`src/rtl/dfl_pkg.sv`:
```
package dfl_pkg;

  localparam int MAX_TAPS    = 255;
  localparam int TAP_BITS    = $clog2(MAX_TAPS + 1);
  localparam int SAMPLE_BITS = 16;
  localparam int COEFF_BITS  = 18;
  localparam int PROD_BITS   = SAMPLE_BITS + COEFF_BITS;
  localparam int ACC_BITS    = PROD_BITS + TAP_BITS;
  localparam int ROUND_SHIFT = COEFF_BITS - 1;
  localparam int ORDER_BITS  = 8;
  localparam int DECIM_BITS  = 5;
  localparam int PHASE_BITS  = 4;
  localparam int ACTION_BITS = 2;
  localparam int S_TDATA_BITS = 48;

  // action codes
  localparam logic [ACTION_BITS-1:0] ACT_LOAD   = 2'd0;
  localparam logic [ACTION_BITS-1:0] ACT_SAMPLE = 2'd1;
  localparam logic [ACTION_BITS-1:0] ACT_START  = 2'd2;

  // register indexes
  localparam logic REG_ORDER = 1'b0;
  localparam logic REG_DECIM = 1'b1;

  localparam logic [ORDER_BITS-1:0] ORDER_RESET = 8'd160;
  localparam logic [DECIM_BITS-1:0] DECIM_RESET = 5'd1;
  localparam logic [DECIM_BITS-1:0] DECIM_MAX   = 5'd16;

  typedef struct packed {
    logic clr;
    logic shift;
  } cell_ctrl_t;

  typedef struct packed {
    logic                issue;
    logic                first;
    logic                last;
    logic                valid_tap;
    logic [TAP_BITS-1:0] coef_addr;
  } mac_ctrl_t;

  typedef struct packed {
    logic                         en;
    logic [TAP_BITS-1:0]          addr;
    logic signed [COEFF_BITS-1:0] data;
  } coef_wr_t;

  typedef struct packed {
    logic                          ready;
    logic signed [SAMPLE_BITS-1:0] value;
    logic                          sat;
  } mac_res_t;

endpackage

```
`src/rtl/dfl_cell.sv`:
```
module dfl_cell import dfl_pkg::*; (
  input  logic                          clk,
  input  logic                          rst,
  input  cell_ctrl_t                    ctrl,
  input  logic                          load,
  input  logic signed [SAMPLE_BITS-1:0] load_data,
  input  logic signed [SAMPLE_BITS-1:0] shift_in,
  output logic signed [SAMPLE_BITS-1:0] q
);

  always_ff @(posedge clk) begin
    if (rst || ctrl.clr) begin
      q <= '0;
    end else if (load) begin
      q <= load_data;
    end else if (ctrl.shift) begin
      q <= shift_in;
    end
  end

endmodule

```
`config.mk`:
```
export PLATFORM = sky130hd
export DESIGN_NAME = dfl_cell
export DESIGN_NICKNAME = d
export VERILOG_FILES = /design/src/rtl/dfl_pkg.sv /design/src/rtl/dfl_cell.sv
export SDC_FILE = /design/constraint.sdc
export NUM_CORES = 1
export LEC_CHECK = 0
export BUFFER_PORTS_ARGS = -buffer_cell sky130_fd_sc_hd__buf_4
export CAP_MARGIN = 10
export CORE_ASPECT_RATIO = 1.75
export CORE_MARGIN = 8
export CORE_UTILIZATION = 30
export DETAILED_ROUTE_END_ITERATION = 12
export HOLD_SLACK_MARGIN = 0.05
export PLACE_DENSITY = 0.6
export SLEW_MARGIN = 20
export SYNTH_ARGS = -nofsm -noshare
export SYNTH_HDL_FRONTEND = slang
export SYNTH_SLANG_ARGS = --single-unit
```
`constraint.sdc`:
```
create_clock -name clk -period 1.2 [get_ports clk]
set_input_delay 0.12 -clock clk [delete_from_list [all_inputs] [get_ports clk]]
set_output_delay 0.12 -clock clk [all_outputs]
set_load 0.1 [all_outputs]
```
Word level (Yosys, flattened, before mapping)
Index checks and enable logic that the tools add are counted.
- register bits: 16
- output and inout bits: 16
- multiplexer cells: 2
- reductions and logical operators: 2
- operators with widths (operator ; number):
    $mux 16 ; 2
    $reduce_bool 2->1 ; 1
    $logic_or 1x1->1 ; 1

Longest topological paths before layout
Gate-level depths: netlist of run 1.
- depth after elaboration: 2
- depth in mapped cells: 4
- gate-level depth less buffers: 2

Worst setup path before layout of run 1
OpenSTA, ideal clock, no wires.
- kind: register to register
- start point: reg, netlist name q[0]
- end point: reg q[0]
- library setup time: 0.059 ns
- data arrival time: 1.333 ns
- path slack: -0.192 ns
- stages on the path, launching flop included: 3
- path buffers: 0
- clock period less this slack: 1.392 ns
- path through: dfxtp_1 -> mux2_2 -> o211a_1
- RTL lines (element ; RTL line ; text):
    end signal, assigned ; dfl_cell.sv:15 ; q <= load_data;
    end signal, assigned ; dfl_cell.sv:17 ; q <= shift_in;
    end, declared ; dfl_cell.sv:8 ; output logic signed [SAMPLE_BITS-1:0] q

Worst setup path in the final report of run 1
- start point: reg q[10]
- end point: out q[10]
No word-level cell between the ends.

==> results of run 1 <==
-- power breakdown --
group,internal (mW),switching [mW]
Clock,0.290,0.172
Combinational,0.193,0.275
Sequential,0.563,0.0142
-- final cells by class --
| type | count | area (um^2) |
|---|---|---|
| Multi-Input combinational cell | 49 | 483 |
| Fill cell | 268 | 1400 |
| Clock buffer | 4 | 55.1 |
| Sequential cell | 16 | 340 |
| Tap cell | 27 | 33.8 |
| Timing Repair Buffer | 54 | 405 |
-- placed cells by master, fill, tap and decap left out --
cell	instances
nor2_1	1
buf_4	54
clkbuf_8	4
nand2b_1	15
dfxtp_2	16
mux2_4	10
o211a_1	16
or2b_1	1
mux2_2	6
-- final timing paths --
check                           slack (ns)  cells after the start                from                 end
worst max-delay path                  0.21                      1  q[10]$_SDFFE_PP0P_               q[10]
worst min-delay path                  0.19                      3       load_data[11]  q[11]$_SDFFE_PP0P_
worst max register to register        0.31                      2  q[10]$_SDFFE_PP0P_  q[10]$_SDFFE_PP0P_
worst min register to register        0.60                      2  q[12]$_SDFFE_PP0P_  q[12]$_SDFFE_PP0P_
-- kinds of logic (layout without fill, tap and decap cells) --
family / count (synthesis) / count (layout) / synth area share
and+or+nand+nor: 17 / 17 / 0.123
AOI/OAI and AO/OA: 16 / 16 / 0.188
muxes: 16 / 16 / 0.255
DFF: 16 / 16 / 0.375
buffers and inverters: 6 / 58 / 0.0586
-- per-stage QoR --
| stage | setup slack (ns) | instance area (um^2) |
|---|---|---|
| CTS | 0.206 | 1320 |
| finish | 0.215 | 1320 |
| floorplan | 0.0949 | 873 |
| detailed placement | 0.114 | 1260 |
| global placement | 0.134 | 1260 |
| global route | 0.182 | 1320 |
-- routing by layer --
layer / vias up / global-route usage
li1: 359 / -
met1: 340 / 0.0887
met2: 30 / 0.176
met3: 2 / 0.0381
met4: 0 / 0.0462
met5: - / 0
==> impl_metrics.yaml, run 1 <==
status:
  status: "completed"
floorplan:
  core.rowCount: 25
  dieArea_um2: 4870
  initial_core_util: 0.314
  pin_count: 53
  core_area_um2: 2720
  die_y_um: 86.6
  die-width_um: 56.3
timing:
  fmax_mhz: 1020
  period_share: 0.821
  hold_viol: 0
  relSlewSlack: 0.797
  tns_ns: 0
  period_minus_slack_ns: 0.985
  fin_hold_ws_ns: 0.195
  rsz0062_at_grt: "false"
  fin_skew_ns: 0
  setup_viol: 0
  slew_viol_final: 0
  tightest_slew_ns: 0.305
clocking:
  cts_buffers: 3
  h-tree-depth: 1
  clk_path_buf_depth: 2
  clock-root-buffer: "clkbuf_8"
  clk_pin_slew_ns: 0.06
  postCtsHoldBufs: 0
  tritoncts: "built"
  cts_sinks: 16
  ctsResizeCount: 0
  worstSkewPairLatency_ns: 0.24
  post-cts-setup-buffer-count: 0
detailed_routing:
  drc: 0
  route.met2.wl_mm: 1.26
  vias: 731
  postRouteAntennaNets: 0
  drt-wirelength-per-cell_um: 15.6
  dr_wl_met3_um: 203
  viasPerCell: 4.87
  drt-pass1-iter-count: 3
  highest_layer: "met4"
  detail_route.iter0.violations: 19
  drt-met1-wl_um: 845
  wirelength_mm: 2.34
worst_setup_path:
  crit_slowest_cell: "dfxtp_2"
  worstSetupEndpointType: "output port"
  cpPeakStageDelay_ns: 0.34
  crit_type: "reg -> out"
  worst_setup_path_start_kind: "register"
  crit_required_ns: 1.08
  critical_path.cell_chain: "buf_4"
  cp_num_buf_inv: 1
  crit_arrival_ns: 0.87
  cpLargestDelayFamily: "flip-flops"
  cp_max_fo: 2
synth:
  netlist_top_cells_count: "dfxtp_1, o211a_1, nand2b_1"
  synthArstFlopShare: 0
  yosysUniqueCellTypes: 11
  synth.yosys.seq_area_share: 0.375
  yosys_warnings: 0
  synth_seq_cells: 16
  yosysTopAreaCell: "dfxtp_1"
  synth_edf_count: 0
  avgSynthCellArea_um2: 12.0
  ys.flop_type: "dfxtp_1"
  netlist_instances: 71
  synth_area_leaders: "dfxtp_1, o211a_1, mux2_4"
  synth_area_um2: 853
  synth_top_area_frac: 0.375
  syn_nets: 108
finish:
  antenna_cells: 0
  final_core_util: 0.484
  regMostFlops: "q"
  fin_cells: 150
  reg.largest.list: "q (16)"
  fin_nets: 161
  drive_above_1_share: 0.732
  syn2layout_area_growth_pct: 54.4
  largest_reg_flops: 16
place:
  dp_hpwl_mm: 1.89
  io_buffers: 52
  gp_congestion: 0.682
  placedCellCount: 146
pwr:
  vdd_drop_max_mv: 0.711
  power.total_mw: 1.51
  p_leak_nw: 0.780
  powerDensity_nw_per_um2: 1140
global_route:
  first_global_vias: 866
  antenna_found_initial: 0
  grt_max_degree: 33
  track_usage: 0.0961
  grt_overflow: 0
  grt_pass1_wl_mm: 3.84
run:
  maxCapViolations: 0
worst_hold_path:
  hold_path_class: "in -> reg"
(Power assumes the default switching activity.)
==> run 2, diff against run 1 <==
--- a/config.mk
+++ b/config.mk
@@ -5,6 +5,7 @@
 export SDC_FILE = /design/constraint.sdc
 export NUM_CORES = 1
 export LEC_CHECK = 0
+export ABC_AREA = 1
 export BUFFER_PORTS_ARGS = -buffer_cell sky130_fd_sc_hd__buf_4
 export CAP_MARGIN = 10
 export CORE_ASPECT_RATIO = 1.75
@@ -12,7 +13,7 @@
 export CORE_UTILIZATION = 30
 export DETAILED_ROUTE_END_ITERATION = 12
 export HOLD_SLACK_MARGIN = 0.05
-export PLACE_DENSITY = 0.6
+export PLACE_DENSITY = 0.63
 export SLEW_MARGIN = 20
 export SYNTH_ARGS = -nofsm -noshare
 export SYNTH_HDL_FRONTEND = slang
==> constraint.sdc (replaced) <==
create_clock -name clk -period 0.8 [get_ports clk]
set_input_delay 0.08 -clock clk [delete_from_list [all_inputs] [get_ports clk]]
set_output_delay 0.08 -clock clk [all_outputs]
set_load 0.1 [all_outputs]
==> run 2 against run 1 <==
Net effect: the flow now finishes with violations (negative setup slack); via count grew 29%; wire length grew 14%; setup slack lost 0.28 ns; global-route usage grew 1.5 points; sequential share of layout area shrank 0.97 points; utilization grew 9.8 points; die area shrank 3.9%; synthesized cell count grew 72%; first-iteration DRC count grew 11%; largest cell class is now buffers.
==> impl_metrics.yaml, run 2 <==
status:
  status: "complete, but fails checks"
  violations: "negative setup slack"
finish:
  regMostFlops: "q"
  largest_reg_flops: 16
  mostFrequentLayoutCell: "nand2_1"
  syn2layout_area_growth_pct: 89.0
  antenna_cells: 0
  final_cell_mix: "nand2_1, buf_4, nand3_1"
  final_core_util: 0.582
  drive_above_1_share: 0.449
  fin_area_um2: 1530
  fin_nets: 216
  reg.largest.list: "q (16)"
pwr:
  powerDensity_nw_per_um2: 1410
  p_int_mw: 1.45
  vdd_drop_max_mv: 1.11
  p_comb_frac: 0.329
  switching_share: 0.326
  power_switching_uw: 701
  power_frac_clock: 0.283
  sequentialPowerShare: 0.388
  p_leak_nw: 0.821
worst_hold_path:
  hold_path_class: "in -> reg"
  holdPathStages: 5
place:
  placed_area_um2: 1280
  io_buffers: 52
  gp_congestion: 0.756
  dp_hpwl_mm: 2.19
  place_ws_ns: -0.0198
floorplan:
  initial_core_util: 0.308
  die-width_um: 55.3
  pin_count: 53
  dieArea_um2: 4680
  core_area_um2: 2630
  die_y_um: 84.7
  core.rowCount: 25
synth:
  synth_area_leaders: "dfxtp_1, nand2_1, nand3_1"
  yosys_warnings: 0
  netlist_top_cells_count: "nand2_1, nand3_1, dfxtp_1, inv_1"
  synth_compound_area_frac: 0
  syn_nets: 159
  yosysTopAreaCell: "dfxtp_1"
  synth_edf_count: 0
  synth_xor_area_frac: 0
  synthArstFlopShare: 0
  synth-adder-area-share: 0
  synth.yosys.seq_area_share: 0.396
  netlist_instances: 122
  yosysUniqueCellTypes: 10
  synth_seq_cells: 16
  synth_top_family_by_area: "simple AND/OR/NAND/NOR gates"
  yosys.area_share.simple: 0.450
  ys.flop_type: "dfxtp_1"
  avgSynthCellArea_um2: 6.64
  synth_top_area_frac: 0.396
  muxShareOfSynthArea: 0
  synth_area_um2: 810
  yosysMostFrequentCell: "nand2_1"
worst_setup_path:
  critical_path.cell_chain: "buf_12"
  crit_slowest_cell: "dfxtp_4"
  r2r_cells: 4
  cp_num_buf_inv: 1
  worstSetupEndpointType: "output port"
  crit_arrival_ns: 0.78
  crit_required_ns: 0.72
  cp_num_cells: 1
  worst_setup_path_start_kind: "register"
  crit_type: "reg -> out"
  cpLargestDelayFamily: "flip-flops"
  cpPeakStageDelay_ns: 0.36
  cp_max_fo: 2
global_route:
  track_usage: 0.111
  first_global_vias: 984
  grt_pass1_wl_mm: 4.38
  antenna_found_initial: 0
  grt_max_degree: 17
  grt_overflow: 0
clocking:
  clk_path_buf_depth: 2
  worstSkewPairLatency_ns: 0.25
  cts_buffers: 3
  clk_pin_slew_ns: 0.06
  clock-root-buffer: "clkbuf_8"
  post-cts-setup-buffer-count: 0
  cts_sinks: 16
  postCtsHoldBufs: 0
  tritoncts: "built"
  h-tree-depth: 1
timing:
  rsz0062_at_grt: "true"
  hold_viol: 0
  tightest_slew_ns: 0.254
  relSlewSlack: 0.830
  setup_ws_ns: -0.0607
  fin_skew_ns: 0
  setup_viol: 16
  slew_viol_final: 0
  period_minus_slack_ns: 0.861
  period_share: 1.08
  fmax_mhz: 1160
detailed_routing:
  drt-wirelength-per-cell_um: 13.0
  viasPerCell: 4.59
  drc: 0
  wirelength_mm: 2.67
  vias: 940
  drt-pass1-iter-count: 4
  postRouteAntennaNets: 0
  detail_route.iter0.violations: 21
run:
  maxCapViolations: 0
run 2: logic make-up (layout without fill, tap and decap cells):
| group | Yosys count | count (layout) |
|---|---|---|
| DFF | 16 | 16 |
| buffers and inverters | 24 | 80 |
| and+or+nand+nor | 82 | 82 |
run 2: per-layer routing:
layer,track usage,vias to the layer above,part of all wire
met1,0.118,410,0.41
met5,0,-,0
li1,-,487,-
met2,0.191,38,0.51
met4,0.0473,0,0.018
met3,0.0393,5,0.065
run 2: final timing paths:
kind                           start                  to  slack (ns)
setup / recovery   q[5]$_SDFFE_PP0P_                q[5]       -0.06
hold / removal         load_data[11]  q[11]$_SDFFE_PP0P_        0.13
setup reg to reg  q[14]$_SDFFE_PP0P_  q[14]$_SDFFE_PP0P_        0.10
hold reg to reg   q[11]$_SDFFE_PP0P_  q[11]$_SDFFE_PP0P_        0.56
run 2: repair_timing:
| item | 4_1_cts | 5_1_grt |
|---|---|---|
| resized for setup | 48 | 0 |
| setup endpoints to repair | 16 | 16 |
| endpoints found under the hold margin | 0 | 0 |
run 2: through the flow:
stage / hold slack [ns] / cells / power, mW / setup TNS, ns
CTS: 0.118 / 205 / 2.18 / -1.00
finish: 0.125 / 205 / 2.15 / -0.858
global route: 0.136 / 205 / 2.24 / -1.18
global placement: 0.374 / 201 / 1.46 / 0
detailed placement: 0.376 / 201 / 1.46 / -0.0198
floorplan: 0.279 / 122 / 1.24 / -0.0722
run 2: power groups by stage:
stage          Sequential, mW  Combinational, mW  Clock [mW]
6_report                0.835              0.708       0.609
5_1_grt                 0.838              0.749       0.658
4_1_cts                 0.836              0.711       0.632
3_5_place_dp            0.835              0.629           0
3_3_place_gp            0.833              0.624           0
2_1_floorplan            1.07              0.173           0
run 2: area by class of cell:
class	instances	area (um^2)
multi-input combinational	82	364
inverter	17	63.8
clock inverter	1	3.75
sequential	16	380
tap	27	33.8
timing repair buffer	59	643
clock buffer	3	41.3
fill	253	1100
==> run 3, diff against run 2 <==
--- a/config.mk
+++ b/config.mk
@@ -5,7 +5,6 @@
 export SDC_FILE = /design/constraint.sdc
 export NUM_CORES = 1
 export LEC_CHECK = 0
-export ABC_AREA = 1
 export BUFFER_PORTS_ARGS = -buffer_cell sky130_fd_sc_hd__buf_4
 export CAP_MARGIN = 10
 export CORE_ASPECT_RATIO = 1.75
@@ -13,7 +12,7 @@
 export CORE_UTILIZATION = 30
 export DETAILED_ROUTE_END_ITERATION = 12
 export HOLD_SLACK_MARGIN = 0.05
-export PLACE_DENSITY = 0.63
+export PLACE_DENSITY = 0.62
 export SLEW_MARGIN = 20
 export SYNTH_ARGS = -nofsm -noshare
 export SYNTH_HDL_FRONTEND = slang
==> run 3 against run 2 <==
Net effect: via count down 20%; sequential share of layout area down 0.69 points; sequential cell count unchanged; largest power group unchanged; non-clock buffer count down 2; maximum frequency down 7.8%; first-iteration DRC count down 62%; setup slack worse by 0.073 ns; largest cell class unchanged; the flow still finishes with violations (negative setup slack); wire length down 4.7%.
==> impl_metrics.yaml, run 3 (synthesis gave the netlist of run 1 again) <==
status:
  status: "complete, but fails checks"
  violations: "negative setup slack"
floorplan:
  pin_count: 53
  die_y_um: 86.6
  core.rowCount: 25
  initial_core_util: 0.314
  die-width_um: 56.3
  dieArea_um2: 4870
  core_area_um2: 2720
timing:
  setup_viol: 32
  period_share: 1.17
  period_minus_slack_ns: 0.934
  fmax_mhz: 1070
  tightest_slew_ns: 0.276
  tns_ns: -2.46
  fin_skew_ns: 0
  rsz0062_at_grt: "true"
  hold_viol: 0
  fin_hold_ws_ns: 0.157
  slew_viol_final: 0
  setup_ws_ns: -0.134
  relSlewSlack: 0.816
pwr:
  sequentialPowerShare: 0.379
  switching_share: 0.313
  powerDensity_nw_per_um2: 1430
  power.total_mw: 2.25
  p_int_mw: 1.55
  power_switching_uw: 703
  vdd_drop_max_mv: 0.806
  p_leak_nw: 0.845
  p_comb_frac: 0.366
  power_frac_clock: 0.255
worst_setup_path:
  reg2reg_slack_ns: -0.13
  cpPeakStageDelay_ns: 0.34
  cp_num_buf_inv: 0
  r2r_start: "q[6]$_SDFFE_PP0P_"
  crit_required_ns: 0.93
  crit_slowest_cell: "dfxtp_4"
  cp_max_fo: 2
  r2r_cells: 2
  worst_r2r_endpoint: "q[6]$_SDFFE_PP0P_"
  crit_arrival_ns: 1.06
  critical_path.cell_chain: "mux2_4, o211a_1"
  worst_setup_path_start_kind: "register"
  crit_type: "reg -> reg"
  worstSetupEndpointType: "register"
  cpLargestDelayFamily: "flip-flops"
clocking:
  worstSkewPairLatency_ns: 0.24
  clk_path_buf_depth: 2
  cts_buffers: 3
  clock-root-buffer: "clkbuf_8"
  tritoncts: "built"
  clk_pin_slew_ns: 0.06
  h-tree-depth: 1
  cts_sinks: 16
finish:
  regMostFlops: "q"
  drive_above_1_share: 0.736
  final_cell_mix: "buf_4, o211a_1, buf_12, dfxtp_4, nand2b_1"
  fill_cells: 238
  antenna_cells: 0
  reg.largest.list: "q (16)"
  syn2layout_area_growth_pct: 84.5
  multiInputGateArea_um2: 483
  fin_area_um2: 1570
  fin_cells: 152
  regArea_um2: 380
  largest_reg_flops: 16
  mostFrequentLayoutCell: "buf_4"
  fin_nets: 164
global_route:
  antenna_found_initial: 0
  first_global_vias: 843
  grt_max_degree: 17
  grt_overflow: 0
  grt_pass1_wl_mm: 4.11
  track_usage: 0.102
worst_hold_path:
  hold_path_class: "in -> reg"
  holdPathEnd: "q[4]$_SDFFE_PP0P_"
  holdPathStages: 3
  worstHoldStart: "load_data[4]"
detailed_routing:
  vias: 751
  drt-wirelength-per-cell_um: 16.7
  detail_route.iter0.violations: 8
  viasPerCell: 4.94
  wirelength_mm: 2.55
  drc: 0
  drt-pass1-iter-count: 2
  postRouteAntennaNets: 0
place:
  dp_hpwl_mm: 1.88
  placed_area_um2: 1340
  io_buffers: 52
  gp_congestion: 0.703
  placedCellCount: 149
run:
  maxCapViolations: 0
run 3: routing by layer:
layer / share of wire / vias up / global-route usage
met3: 0.079 / 2 / 0.0337
met1: 0.37 / 353 / 0.103
li1: - / 365 / -
met5: 0 / - / 0
met2: 0.53 / 31 / 0.179
met4: 0.016 / 0 / 0.0527
run 3: area by class of cell:
| cell class | instances | share of cell area |
|---|---|---|
| repair buffers | 57 | 0.404 |
| flip-flops and latches | 16 | 0.242 |
| multi-input cells | 49 | 0.307 |
| clock buffers | 3 | 0.0262 |
| well taps | 27 | 0.0215 |
run 3: timing repair:
| item | CTS | global route |
|---|---|---|
| gates resized for setup | 37 | 10 |
| buffers inserted | 0 | 0 |
| hold buffers | 0 | 0 |
| endpoints found under the setup margin | 32 | 32 |
run 3: metrics by stage:
step	worst slack (ns)	util
6_report	-0.134	0.578
3_3_place_gp	-0.224	0.491
4_1_cts	-0.114	0.561
5_1_grt	-0.153	0.578
3_5_place_dp	-0.241	0.491
2_1_floorplan	-0.223	-
run 3: worst min-delay path, cell delays in order:
cell	delay, ns
buf_4	0.07
or2b_1	0.08
o211a_1	0.13
run 3: power groups by stage:
stage,Combinational (mW),Clock (mW),Sequential [mW]
final,0.824,0.573,0.853
after global routing,0.857,0.639,0.859
after CTS,0.802,0.601,0.849
after detailed placement,0.729,0,0.848
after global placement,0.722,0,0.847
after floorplan,0.210,0,1.14
run 3: how the worst max path moves through the flow:
stage / start / end / cells past startpoint
global placement: ctrl[0] / q[12]$_SDFFE_PP0P_ / 3
global route: q[6]$_SDFFE_PP0P_ / q[6]$_SDFFE_PP0P_ / 2
detailed placement: ctrl[0] / q[13]$_SDFFE_PP0P_ / 3
finish: q[6]$_SDFFE_PP0P_ / q[6]$_SDFFE_PP0P_ / 2
CTS: q[3]$_SDFFE_PP0P_ / q[3]$_SDFFE_PP0P_ / 2
floorplan: q[10]$_SDFFE_PP0P_ / q[10]$_SDFFE_PP0P_ / 2
